<file path="src/hdl/ctp_pkg.sv">
// ---------------------------------------------------------------------------
// ctp_pkg
// Shared types, constants and helpers of the clock timestamp text parser.
// ---------------------------------------------------------------------------
package ctp_pkg;

  localparam int FIELD_WIDTH_DEF = 16;
  localparam int CHAR_W          = 8;
  localparam int TIME_W          = 42;
  localparam int FRAC_W          = 10;
  localparam int FDIG_W          = 2;
  localparam int FRAC_US_W       = 20;
  localparam int FRAC_KEEP       = 3;
  localparam int SEC_PER_MIN     = 60;
  localparam int US_PER_S        = 1000000;
  localparam int US_PER_MS       = 1000;

  localparam logic [CHAR_W-1:0] CH_0     = 8'h30;
  localparam logic [CHAR_W-1:0] CH_9     = 8'h39;
  localparam logic [CHAR_W-1:0] CH_COLON = 8'h3A;
  localparam logic [CHAR_W-1:0] CH_DOT   = 8'h2E;

  typedef enum logic [2:0] {
    ERR_NONE      = 3'd0,
    ERR_NO_COLON  = 3'd1,
    ERR_BAD_CHAR  = 3'd2,
    ERR_EMPTY_SEC = 3'd3,
    ERR_EMPTY_FRC = 3'd4,
    ERR_OVERFLOW  = 3'd5
  } err_t;

  // first structural error wins; overflow yields to a later structural one
  function automatic err_t latch_err(input err_t cur, input err_t code);
    err_t res;
    res = cur;
    if (cur == ERR_NONE || (cur == ERR_OVERFLOW && code != ERR_OVERFLOW)) begin
      res = code;
    end
    return res;
  endfunction

  // fraction value to microseconds, padded by digit count
  function automatic logic [FRAC_US_W-1:0] frac_scale_us(input logic [FDIG_W-1:0] n);
    logic [FRAC_US_W-1:0] s;
    unique case (n)
      2'd1:    s = FRAC_US_W'(100 * US_PER_MS);
      2'd2:    s = FRAC_US_W'(10 * US_PER_MS);
      default: s = FRAC_US_W'(US_PER_MS);
    endcase
    return s;
  endfunction

endpackage

</file>
<file path="src/hdl/ctp_ifs.sv">
// ---------------------------------------------------------------------------
// ctp_ifs
// Valid/ready channels: character words in, timestamp words out.
// ---------------------------------------------------------------------------
interface ctp_in_if import ctp_pkg::*; ();
  logic              valid;
  logic              ready;
  logic [CHAR_W-1:0] char_code;
  logic              is_last;

  modport source (output valid, output char_code, output is_last, input ready);
  modport sink   (input valid, input char_code, input is_last, output ready);
endinterface

interface ctp_out_if import ctp_pkg::*; ();
  logic              valid;
  logic              ready;
  logic [TIME_W-1:0] time_us;
  logic              parse_ok;
  err_t              error_code;

  modport source (output valid, output time_us, output parse_ok, output error_code,
                  input ready);
  modport sink   (input valid, input time_us, input parse_ok, input error_code,
                  output ready);
endinterface

</file>
<file path="src/hdl/ctp_parse.sv">
// ---------------------------------------------------------------------------
// ctp_parse
// Per-character field accumulation and error latching; hands finished tags on.
// ---------------------------------------------------------------------------
module ctp_parse import ctp_pkg::*; #(
  parameter int FIELD_WIDTH = FIELD_WIDTH_DEF
) (
  input  logic                   clk,
  input  logic                   rst_n,
  ctp_in_if.sink                 in_ch,
  output logic                   f_valid,
  input  logic                   f_ready,
  output logic [FIELD_WIDTH-1:0] f_min,
  output logic [FIELD_WIDTH-1:0] f_sec,
  output logic [FRAC_W-1:0]      f_frac,
  output logic [FDIG_W-1:0]      f_fdig,
  output err_t                   f_code
);

  localparam int ACC_W = FIELD_WIDTH + 4;

  typedef enum logic [1:0] {
    PH_MIN  = 2'd0,
    PH_SEC  = 2'd1,
    PH_FRAC = 2'd2
  } phase_t;

  phase_t                 phase_r, phase_nxt;
  logic [FIELD_WIDTH-1:0] min_r, min_nxt, sec_r, sec_nxt;
  logic                   seen_r, seen_nxt;
  logic [FRAC_W-1:0]      frac_r, frac_nxt;
  logic [FDIG_W-1:0]      fdig_r, fdig_nxt;
  err_t                   err_r, err_nxt, code_nxt;

  logic                   f_valid_r;
  logic [FIELD_WIDTH-1:0] f_min_r, f_sec_r;
  logic [FRAC_W-1:0]      f_frac_r;
  logic [FDIG_W-1:0]      f_fdig_r;
  err_t                   f_code_r;

  logic                   accept, digit;
  logic [3:0]             dval;
  logic [ACC_W-1:0]       min_ext, sec_ext;
  logic                   min_ovf, sec_ovf;

  assign in_ch.ready = !f_valid_r || f_ready;
  assign accept      = in_ch.valid && in_ch.ready;
  assign digit       = (in_ch.char_code >= CH_0) && (in_ch.char_code <= CH_9);
  assign dval        = digit ? 4'(in_ch.char_code - CH_0) : 4'd0;

  // acc*10 + d with saturation detect
  assign min_ext = (ACC_W'(min_r) << 3) + (ACC_W'(min_r) << 1) + ACC_W'(dval);
  assign sec_ext = (ACC_W'(sec_r) << 3) + (ACC_W'(sec_r) << 1) + ACC_W'(dval);
  assign min_ovf = |min_ext[ACC_W-1:FIELD_WIDTH];
  assign sec_ovf = |sec_ext[ACC_W-1:FIELD_WIDTH];

  always_comb begin
    phase_nxt = phase_r;
    min_nxt   = min_r;
    sec_nxt   = sec_r;
    seen_nxt  = seen_r;
    frac_nxt  = frac_r;
    fdig_nxt  = fdig_r;
    err_nxt   = err_r;
    unique case (phase_r)
      PH_MIN: begin
        if (digit) begin
          min_nxt = min_ovf ? '1 : min_ext[FIELD_WIDTH-1:0];
          if (min_ovf) err_nxt = latch_err(err_nxt, ERR_OVERFLOW);
        end else if (in_ch.char_code == CH_COLON) begin
          phase_nxt = PH_SEC;
        end else begin
          err_nxt = latch_err(err_nxt, ERR_BAD_CHAR);
        end
      end
      PH_SEC: begin
        if (digit) begin
          sec_nxt  = sec_ovf ? '1 : sec_ext[FIELD_WIDTH-1:0];
          seen_nxt = 1'b1;
          if (sec_ovf) err_nxt = latch_err(err_nxt, ERR_OVERFLOW);
        end else if (in_ch.char_code == CH_DOT || in_ch.char_code == CH_COLON) begin
          if (!seen_r) err_nxt = latch_err(err_nxt, ERR_EMPTY_SEC);
          phase_nxt = PH_FRAC;
        end else begin
          err_nxt = latch_err(err_nxt, ERR_BAD_CHAR);
        end
      end
      PH_FRAC: begin
        if (digit) begin
          if (fdig_r < FDIG_W'(FRAC_KEEP)) begin
            frac_nxt = (frac_r << 3) + (frac_r << 1) + FRAC_W'(dval);
            fdig_nxt = fdig_r + 1'b1;
          end
        end else begin
          err_nxt = latch_err(err_nxt, ERR_BAD_CHAR);
        end
      end
      default: phase_nxt = PH_MIN;
    endcase

    code_nxt = err_nxt;
    if (phase_nxt == PH_MIN) begin
      code_nxt = ERR_NO_COLON;
    end else begin
      if (phase_nxt == PH_SEC && !seen_nxt) code_nxt = latch_err(code_nxt, ERR_EMPTY_SEC);
      if (phase_nxt == PH_FRAC && fdig_nxt == '0) code_nxt = latch_err(code_nxt, ERR_EMPTY_FRC);
    end
  end

  always_ff @(posedge clk) begin
    if (!rst_n) begin
      phase_r   <= PH_MIN;
      min_r     <= '0;
      sec_r     <= '0;
      seen_r    <= 1'b0;
      frac_r    <= '0;
      fdig_r    <= '0;
      err_r     <= ERR_NONE;
      f_valid_r <= 1'b0;
    end else begin
      if (accept && in_ch.is_last) begin
        f_valid_r <= 1'b1;
      end else if (f_ready) begin
        f_valid_r <= 1'b0;
      end
      if (accept) begin
        if (in_ch.is_last) begin
          phase_r   <= PH_MIN;
          min_r     <= '0;
          sec_r     <= '0;
          seen_r    <= 1'b0;
          frac_r    <= '0;
          fdig_r    <= '0;
          err_r     <= ERR_NONE;
        end else begin
          phase_r <= phase_nxt;
          min_r   <= min_nxt;
          sec_r   <= sec_nxt;
          seen_r  <= seen_nxt;
          frac_r  <= frac_nxt;
          fdig_r  <= fdig_nxt;
          err_r   <= err_nxt;
        end
      end
    end
  end

  always_ff @(posedge clk) begin
    if (accept && in_ch.is_last) begin
      f_min_r  <= min_nxt;
      f_sec_r  <= sec_nxt;
      f_frac_r <= frac_nxt;
      f_fdig_r <= fdig_nxt;
      f_code_r <= code_nxt;
    end
  end

  assign f_valid = f_valid_r;
  assign f_min   = f_min_r;
  assign f_sec   = f_sec_r;
  assign f_frac  = f_frac_r;
  assign f_fdig  = f_fdig_r;
  assign f_code  = f_code_r;

endmodule

</file>
<file path="src/hdl/ctp_time.sv">
// ---------------------------------------------------------------------------
// ctp_time
// Two-stage conversion of parsed fields to microseconds, with output register.
// ---------------------------------------------------------------------------
module ctp_time import ctp_pkg::*; #(
  parameter int FIELD_WIDTH = FIELD_WIDTH_DEF
) (
  input  logic                   clk,
  input  logic                   rst_n,
  input  logic                   f_valid,
  output logic                   f_ready,
  input  logic [FIELD_WIDTH-1:0] f_min,
  input  logic [FIELD_WIDTH-1:0] f_sec,
  input  logic [FRAC_W-1:0]      f_frac,
  input  logic [FDIG_W-1:0]      f_fdig,
  input  err_t                   f_code,
  ctp_out_if.source              out_ch
);

  localparam int BASE_W = FIELD_WIDTH + 7;
  localparam int PROD_W = (BASE_W + FRAC_US_W > TIME_W) ? BASE_W + FRAC_US_W : TIME_W + 1;

  logic              m_valid_r;
  logic [BASE_W-1:0] m_base_r, m_base_nxt;
  logic [FRAC_US_W-1:0] m_fus_r, m_fus_nxt;
  err_t              m_code_r;

  logic              o_valid_r;
  logic [TIME_W-1:0] o_time_r;
  logic              o_ok_r;
  err_t              o_code_r;

  logic              o_free, m_free;
  logic [PROD_W-1:0] prod;
  logic              t_ovf;
  err_t              code_nxt;

  assign o_free  = !o_valid_r || out_ch.ready;
  assign m_free  = !m_valid_r || o_free;
  assign f_ready = m_free;

  assign m_base_nxt = BASE_W'(f_min) * BASE_W'(SEC_PER_MIN) + BASE_W'(f_sec);
  assign m_fus_nxt  = FRAC_US_W'(f_frac * frac_scale_us(f_fdig));

  assign prod     = PROD_W'(m_base_r) * PROD_W'(US_PER_S) + PROD_W'(m_fus_r);
  assign t_ovf    = |prod[PROD_W-1:TIME_W];
  assign code_nxt = (m_code_r == ERR_NONE && t_ovf) ? ERR_OVERFLOW : m_code_r;

  always_ff @(posedge clk) begin
    if (!rst_n) begin
      m_valid_r <= 1'b0;
      o_valid_r <= 1'b0;
    end else begin
      if (m_free) m_valid_r <= f_valid;
      if (o_free) o_valid_r <= m_valid_r;
    end
  end

  always_ff @(posedge clk) begin
    if (m_free && f_valid) begin
      m_base_r <= m_base_nxt;
      m_fus_r  <= m_fus_nxt;
      m_code_r <= f_code;
    end
    if (o_free && m_valid_r) begin
      o_time_r <= (code_nxt == ERR_NONE) ? prod[TIME_W-1:0] : '0;
      o_ok_r   <= (code_nxt == ERR_NONE);
      o_code_r <= code_nxt;
    end
  end

  assign out_ch.valid      = o_valid_r;
  assign out_ch.time_us    = o_time_r;
  assign out_ch.parse_ok   = o_ok_r;
  assign out_ch.error_code = o_code_r;

endmodule

</file>
<file path="src/hdl/clock_timestamp_text_parser_core.sv">
// ---------------------------------------------------------------------------
// clock_timestamp_text_parser_core
// Parses clock tag text (mm:ss[.fff] or mm:ss:ff) into microseconds.
// ---------------------------------------------------------------------------
// Usage:
//   in_ch takes one ASCII character per word, is_last marking the final
//   character of a tag. One word is taken every cycle while in_ch.ready is
//   high; ready depends only on the downstream stages, never on the payload.
//   out_ch gives one word per tag: time_us, parse_ok and error_code
//   (time_us is zero whenever parse_ok is low).
//   A finished tag passes the hand-over register, the conversion stage and
//   the output register, which drives out_ch.valid. Throughput is one
//   character per cycle while in_ch.ready is high, set by the single
//   accumulate step per character; three result words may be in flight.
//   When out_ch stalls, the output register, the conversion stage and the
//   hand-over register fill in turn and hold their words; once all three
//   are full, in_ch.ready drops and no character is taken until out_ch
//   takes a word.
//   Reset (rst_n low, synchronous) empties all stages and returns the
//   parser to the start of a tag.
// ---------------------------------------------------------------------------
module clock_timestamp_text_parser_core import ctp_pkg::*; #(
  parameter int FIELD_WIDTH = FIELD_WIDTH_DEF
) (
  input  logic      clk,
  input  logic      rst_n,
  ctp_in_if.sink    in_ch,
  ctp_out_if.source out_ch
);

  logic                   f_valid, f_ready;
  logic [FIELD_WIDTH-1:0] f_min, f_sec;
  logic [FRAC_W-1:0]      f_frac;
  logic [FDIG_W-1:0]      f_fdig;
  err_t                   f_code;

  ctp_parse #(.FIELD_WIDTH(FIELD_WIDTH)) u_parse (
    .clk     (clk),
    .rst_n   (rst_n),
    .in_ch   (in_ch),
    .f_valid (f_valid),
    .f_ready (f_ready),
    .f_min   (f_min),
    .f_sec   (f_sec),
    .f_frac  (f_frac),
    .f_fdig  (f_fdig),
    .f_code  (f_code)
  );

  ctp_time #(.FIELD_WIDTH(FIELD_WIDTH)) u_time (
    .clk     (clk),
    .rst_n   (rst_n),
    .f_valid (f_valid),
    .f_ready (f_ready),
    .f_min   (f_min),
    .f_sec   (f_sec),
    .f_frac  (f_frac),
    .f_fdig  (f_fdig),
    .f_code  (f_code),
    .out_ch  (out_ch)
  );

endmodule

</file>
<file path="src/flat_wrapper.sv">
// flat-port wrapper written by rule: the top's interface ports become plain ports
module clock_timestamp_text_parser_core_flat import ctp_pkg::*;
#(
  parameter int FIELD_WIDTH = FIELD_WIDTH_DEF
)
  (clk, rst_n, in_ch_valid, in_ch_char_code, in_ch_is_last, in_ch_ready, out_ch_valid, out_ch_time_us, out_ch_parse_ok, out_ch_error_code, out_ch_ready);
  ctp_in_if in_ch_i ();
  ctp_out_if out_ch_i ();
  input  logic clk;
  input  logic rst_n;
  input wire logic [$bits(in_ch_i.valid)-1:0] in_ch_valid;
  input wire logic [$bits(in_ch_i.char_code)-1:0] in_ch_char_code;
  input wire logic [$bits(in_ch_i.is_last)-1:0] in_ch_is_last;
  output wire logic [$bits(in_ch_i.ready)-1:0] in_ch_ready;
  output wire logic [$bits(out_ch_i.valid)-1:0] out_ch_valid;
  output wire logic [$bits(out_ch_i.time_us)-1:0] out_ch_time_us;
  output wire logic [$bits(out_ch_i.parse_ok)-1:0] out_ch_parse_ok;
  output wire logic [$bits(out_ch_i.error_code)-1:0] out_ch_error_code;
  input wire logic [$bits(out_ch_i.ready)-1:0] out_ch_ready;
  assign in_ch_i.valid = in_ch_valid;
  assign in_ch_i.char_code = in_ch_char_code;
  assign in_ch_i.is_last = in_ch_is_last;
  assign in_ch_ready = in_ch_i.ready;
  assign out_ch_valid = out_ch_i.valid;
  assign out_ch_time_us = out_ch_i.time_us;
  assign out_ch_parse_ok = out_ch_i.parse_ok;
  assign out_ch_error_code = out_ch_i.error_code;
  assign out_ch_i.ready = out_ch_ready;
  clock_timestamp_text_parser_core #(.FIELD_WIDTH(FIELD_WIDTH)) u_core (.clk(clk), .rst_n(rst_n), .in_ch(in_ch_i), .out_ch(out_ch_i));
endmodule
</file>
<file path="config.mk">
export PLATFORM = sky130hd
export DESIGN_NAME = clock_timestamp_text_parser_core_flat
export DESIGN_NICKNAME = d
export VERILOG_FILES = /design/src/hdl/ctp_pkg.sv /design/src/hdl/ctp_ifs.sv /design/src/hdl/ctp_parse.sv /design/src/hdl/ctp_time.sv /design/src/hdl/clock_timestamp_text_parser_core.sv /design/src/flat_wrapper.sv
export SDC_FILE = /design/constraint.sdc
export NUM_CORES = 1
export LEC_CHECK = 0
export BUFFER_PORTS_ARGS = -buffer_cell sky130_fd_sc_hd__buf_2
export CAP_MARGIN = 10
export CORE_MARGIN = 8
export CORE_UTILIZATION = 40
export DETAILED_ROUTE_END_ITERATION = 10
export PLACE_DENSITY = 0.69
export SLEW_MARGIN = 20
export SYNTH_ARGS = -nofsm -noshare
export SYNTH_HDL_FRONTEND = slang
export SYNTH_HIERARCHICAL = 1
export SYNTH_SLANG_ARGS = --single-unit
</file>
<file path="constraint.sdc">
create_clock -name clk -period 6.4 [get_ports clk]
set_input_delay 1.28 -clock clk [delete_from_list [all_inputs] [get_ports clk]]
set_output_delay 1.28 -clock clk [all_outputs]
set_load 0.05 [all_outputs]
</file>
Word-level counts from Yosys, hierarchy flattened:

Index checks and enable logic that the tools add are counted.

* word-level logic and storage cells: 126
* register bits: 192
* bits of input ports: 13
* output and inout port bits: 48

* mux-type cells: 48
* reductions and logical operators: 30
* magnitude comparators: 3
* add/sub/neg operators: 10
* eq/ne operators: 11
* multiply operators: 3

Operators with widths (number)
* 16-bit 2-to-1 mux: 8
* 3-bit 2-to-1 mux: 18
* 43-bit by 20-bit adder with 43-bit output: 1
* 19-bit by 17-bit adder with 20-bit output: 2
* 20-bit by 4-bit adder with 20-bit output: 2
* 10-bit 2-to-1 mux: 4
* 23-bit by 14-bit multiplier with 37-bit output, second input constant: 1
* 17-bit case mux with 2 select lines: 1
* 22-bit by 16-bit adder with 23-bit output: 1
* 10-bit by 20-bit multiplier with 20-bit output: 1
* 16-bit by 4-bit multiplier with 20-bit output, second input constant: 1
* 2-bit 2-to-1 mux: 9
* 8-bit by 6-bit == test with 1-bit output, second input constant: 2
* 3-bit zero test: 5
* 10-bit adder: 1
* 10-bit by 4-bit adder with 10-bit output: 1
* 3-bit == test, second input constant: 3
* 3-bit case mux with 3 select lines: 1
* 8-bit by 6-bit greater-or-equal comparator with 1-bit output, second input constant: 1
* 8-bit by 6-bit <= comparator with 1-bit output, second input constant: 1
* 1-bit logical AND: 8
* 4-bit OR reduction: 2
* 1-bit logical OR: 7
* 2-bit by 1-bit == test with 1-bit output, second input constant: 3
* other kinds (10): 21

Logic depth before layout (Yosys ltp):

* depth after elaboration: 17
* gate-level depth with buffers: 25
* gate-level depth less buffers: 24

Modules after synthesis:

The synthesis kept the hierarchy.

By module, submodules not included
* ctp_time: instances 1, area each 14207.4 um2, cells an instance 1420, sequential area each 2622.5 um2
* ctp_parse: instances 1, area each 6656.4 um2, cells an instance 692, sequential area each 2432.3 um2

Least setup slack after synthesis:

OpenSTA, ideal clock, no wires.

* path kind: register to register
* start: register u_core.u_time.m_base_r[0]
* end: register u_core.u_time.o_time_r[10], in the netlist u_core/u_time/out_ch.time_us[10], data pin
* setup time: 0.266 ns
* path buffers: 1
* stages on the path, launching flop included: 23
* path slack: -0.289 ns
* arrival time: 6.424 ns
* required time: 6.134 ns
* period minus slack after synthesis: 6.689 ns
* cells stage by stage: edfxtp_1 fa_1 fa_1 fa_1 fa_1 ha_1 inv_1 fa_1 inv_1 ha_1 and2_1 a22o_1 a31oi_1 o31a_1 ha_1 nand2_1 o21ai_0 nor3b_4 nand4_4 nor4_4 mux2i_1 buf_2 a211oi_2

* word-level cells in the longest chain between the ends: 5

RTL lines
* start, declared: line ctp_time.sv:24 `logic [BASE_W-1:0] m_base_r, m_base_nxt;`
* start signal, assigned: line ctp_time.sv:61 `m_base_r <= m_base_nxt;`
* 23-bit by 14-bit multiplier with 37-bit output *: line ctp_time.sv:45 `assign prod = PROD_W'(m_base_r) * PROD_W'(US_PER_S) + PROD_W'(m_fus_r);`
* 43-bit by 20-bit adder with 43-bit output *: line ctp_time.sv:45
* 1-bit logical AND: line ctp_time.sv:47 `assign code_nxt = (m_code_r == ERR_NONE && t_ovf) ? ERR_OVERFLOW : m_code_r;`
* 3-bit 2-to-1 mux: line ctp_time.sv:47
* 3-bit zero test: line ctp_time.sv:66 `o_time_r <= (code_nxt == ERR_NONE) ? prod[TIME_W-1:0] : '0;`
* end signal, assigned: line ctp_time.sv:66
* end, declared: line ctp_time.sv:29 `logic [TIME_W-1:0] o_time_r;`

Every way passes the cells marked *; elsewhere a longest branch is shown, timed or not.
A chain may end at the register's enable or synchronous reset.

Final worst setup path:

* start: register u_core.u_time.m_base_r[1]
* end: register u_core.u_time.o_time_r[41], in the netlist u_core/u_time/out_ch.time_us[41], data pin

Same word-level chain as after synthesis.

==> flow_summary.yaml <==
die:
  start_util_pct: 40.6
  core_area_mm2: 0.0514
  die_h_um: 244
  die_w_um: 244
  ios: 61
  die_area_mm2: 0.0597
  rows: 83
logic_synthesis:
  yosys_most_used_dff: "edfxtp_1"
  yosysTopAreaCellShare_pct: 19.1
  synth_top_area_cell: "edfxtp_1"
  synth_edf_count: 133
  synthCells: 2112
  synth_seq_cells: 186
  yosysMostFrequentCell: "ha_1"
  ys_seq_area_share_pct: 24.2
  netlist_area_mm2: 0.0209
  yosysWarnings: 6
  yosys-top-cells-area: "edfxtp_1 19%, ha_1 18%, fa_1 17%"
  synth.top_cells.by_count: "303 x ha_1, 276 x inv_1, 181 x fa_1"
  syn_area_per_cell_um2: 9.88
  yosysUniqueCellTypes: 94
  async_reset_ff_share_pct: 0
global_routing:
  grt_pass1_wl_mm: 76.2
  grt_start_max_net_pins: 44
  antenna_found_initial: 0
  grt_pass1_vias: 15600
  grt_overflow_total: 0
  track_usage_pct: 15.2
critical_path:
  required_ns: 6.61
  worst_setup_path_start_kind: "flip-flop"
  end_kind: "flip-flop"
  r2r_slack_ns: -0.14
  path_class: "flip-flop to flip-flop"
  path_max_fanout: 5
  cp.arrival_ns: 6.75
min_path:
  worstHoldPathType: "flip-flop to flip-flop"
layout:
  synthToLayoutAreaGrowth_pct: 13.5
  nNetsFinal: 2756
  final_area_mm2: 0.0237
  n_antenna_cell: 0
  drive_gt1_share_pct: 12.9
sta:
  period_share_pct: 102
  fin_skew_ns: 0.0150
  slew_headroom_pct: 32.7
  finalSetupViolCount: 40
  setup_ws_ns: -0.141
  holdWs_ns: 0.423
  clock.fmax_mhz: 153
  worst_pin_slew_ns: 1.01
  report.final.slew_viol_count: 0
  rsz0062_at_grt: "yes"
  finalCriticalPeriod_ns: 6.54
  hold_viol: 0
clock_network:
  numClockSinks: 186
  clock_latency_ns: 0.46
  cts_htree_levels: 4
  path_clk_slew_ns: 0.07
  numCtsBuffers: 17
  holdBufCountCts: 0
  cts_tree: "done"
  clockBufferDepth: 2
  cts_root_buf: "clkbuf_16"
drt:
  vias_per_cell: 5.20
  wire_per_inst_um: 15.4
  wirelength_mm: 45.4
  drc: 0
  vias: 15400
  drtAntennaViolNets: 0
  drtPass1Iterations: 4
  drt_first_iter_violations: 793
placed_design:
  dp_slack_ns: -0.297
  place_area_mm2: 0.0227
  hpwl_mm: 36.8
  routabilityCongestion: 0.883
  portBuffers: 57
status:
  violations: "negative setup slack"
  status: "finished with violations"
run:
  maxCapViolations: 0
-- cells in the final DEF, fill, tap and decap left out, types with 7 or more instances in the layout --
| cell type | n |
|---|---|
| nand4_1 | 9 |
| o211ai_1 | 15 |
| and2_1 | 28 |
| nor2b_1 | 59 |
| o22a_1 | 14 |
| buf_4 | 109 |
| o21bai_1 | 25 |
| fa_1 | 181 |
| a21oi_1 | 99 |
| a31oi_1 | 21 |
| clkbuf_16 | 20 |
| or2_2 | 7 |
| o21ai_0 | 63 |
| a211oi_1 | 18 |
| or3_1 | 11 |
| nand3_1 | 28 |
| nand2b_1 | 35 |
| nor3_1 | 29 |
| a21boi_0 | 10 |
| a21o_1 | 37 |
| xor2_1 | 48 |
| dfxtp_1 | 53 |
| buf_2 | 57 |
| inv_2 | 10 |
| and3_1 | 13 |
| edfxtp_1 | 133 |
| o21a_1 | 23 |
| a22oi_1 | 27 |
| a22o_1 | 15 |
| ha_1 | 299 |
| inv_1 | 266 |
| nand2_1 | 99 |
| xnor2_1 | 99 |
| nor2_1 | 142 |
-- logic make-up after synthesis --
family          Yosys count  share of synthesized area (%)
compound gates          450                           14.9
xor+xnor                151                           6.34
fa+ha+maj               484                           35.5
buf+inv                 324                           6.06
flops                   186                           24.2
mux                       5                          0.258
other cells               1                         0.0180
simple gates            511                           12.6
-- sequential cells by signal, summed over array words and instances (netlist names), 10 cells and up --
register,flops
u_core/u_parse/f_frac,10
u_core/u_parse/f_min,16
u_core/u_parse/f_sec,16
u_core/u_parse/frac_r,10
u_core/u_parse/min_r,16
u_core/u_parse/sec_r,16
u_core/u_time/m_base_r,23
u_core/u_time/m_fus_r,17
u_core/u_time/out_ch.time_us,39
-- through the flow --
step	setup TNS, ns	instances	utilization [%]
6_report	-4.90	2952	46.1
5_1_grt	-15.41	2952	46.1
4_1_cts	-4.08	2947	45.8
3_5_place_dp	-11.44	2907	44.1
3_3_place_gp	-7.50	2907	44.1
2_1_floorplan	0	2114	-
-- worst max-delay path: stages, from the launching register on --
cell and delay, ns:
edfxtp_1 0.45, fa_1 0.52, fa_1 0.54, fa_1 0.44, fa_1 0.49, ha_1 0.31, inv_2 0.04, fa_1 0.55
inv_2 0.05, ha_4 0.25, and2_4 0.17, buf_6 0.11, buf_4 0.13, a31oi_4 0.23, a31oi_2 0.13, or2_1 0.27
a2111oi_4 0.35, xnor2_2 0.18, nand4_4 0.14, nor4_4 0.23, mux2i_4 0.30, buf_8 0.19, clkbuf_16 0.16, nor2_1 0.04
-- per-layer routing --
metal	part of all wire (%)	up-vias	global-route usage [%]	wire length, um
met5	0	-	0	0
met4	1.9	0	4.29	863
met3	3.2	59	2.11	1470
met2	49	253	26.3	22200
met1	46	7418	19.6	20900
li1	-	7626	-	-
-- worst paths after layout --
kind | startpoint | end | depth (start not counted)
setup / recovery | u_core/u_time/m_base_r[1]$_DFFE_PP_ | u_core/u_time/out_ch.time_us[41]$_SDFFCE_PP0P_ | 23
hold / removal | u_core/u_parse/f_sec[0]$_DFFE_PP_ | u_core/u_time/m_base_r[0]$_DFFE_PP_ | 0
setup reg to reg | u_core/u_time/m_base_r[1]$_DFFE_PP_ | u_core/u_time/out_ch.time_us[41]$_SDFFCE_PP0P_ | 23
hold reg to reg | u_core/u_parse/f_sec[0]$_DFFE_PP_ | u_core/u_time/m_base_r[0]$_DFFE_PP_ | 0
-- repair_timing --
action,CTS,global route
pin swaps,11,5
resized for setup,34,15
endpoints found under the setup margin,42,42
setup buffers,5,4
cloned,3,1
-- area by class of cell --
type	count	area, um2
Timing Repair Buffer	173	1260
Clock buffer	21	483
Tap cell	680	851
Fill cell	4757	27700
Multi-Input combinational cell	1604	14900
Clock inverter	11	129
Inverter	277	1040
Sequential cell	186	5050
Power is left out: the tool's default activity adds up to more than one toggle a clock period on the data nets, which glitch-free logic cannot reach.
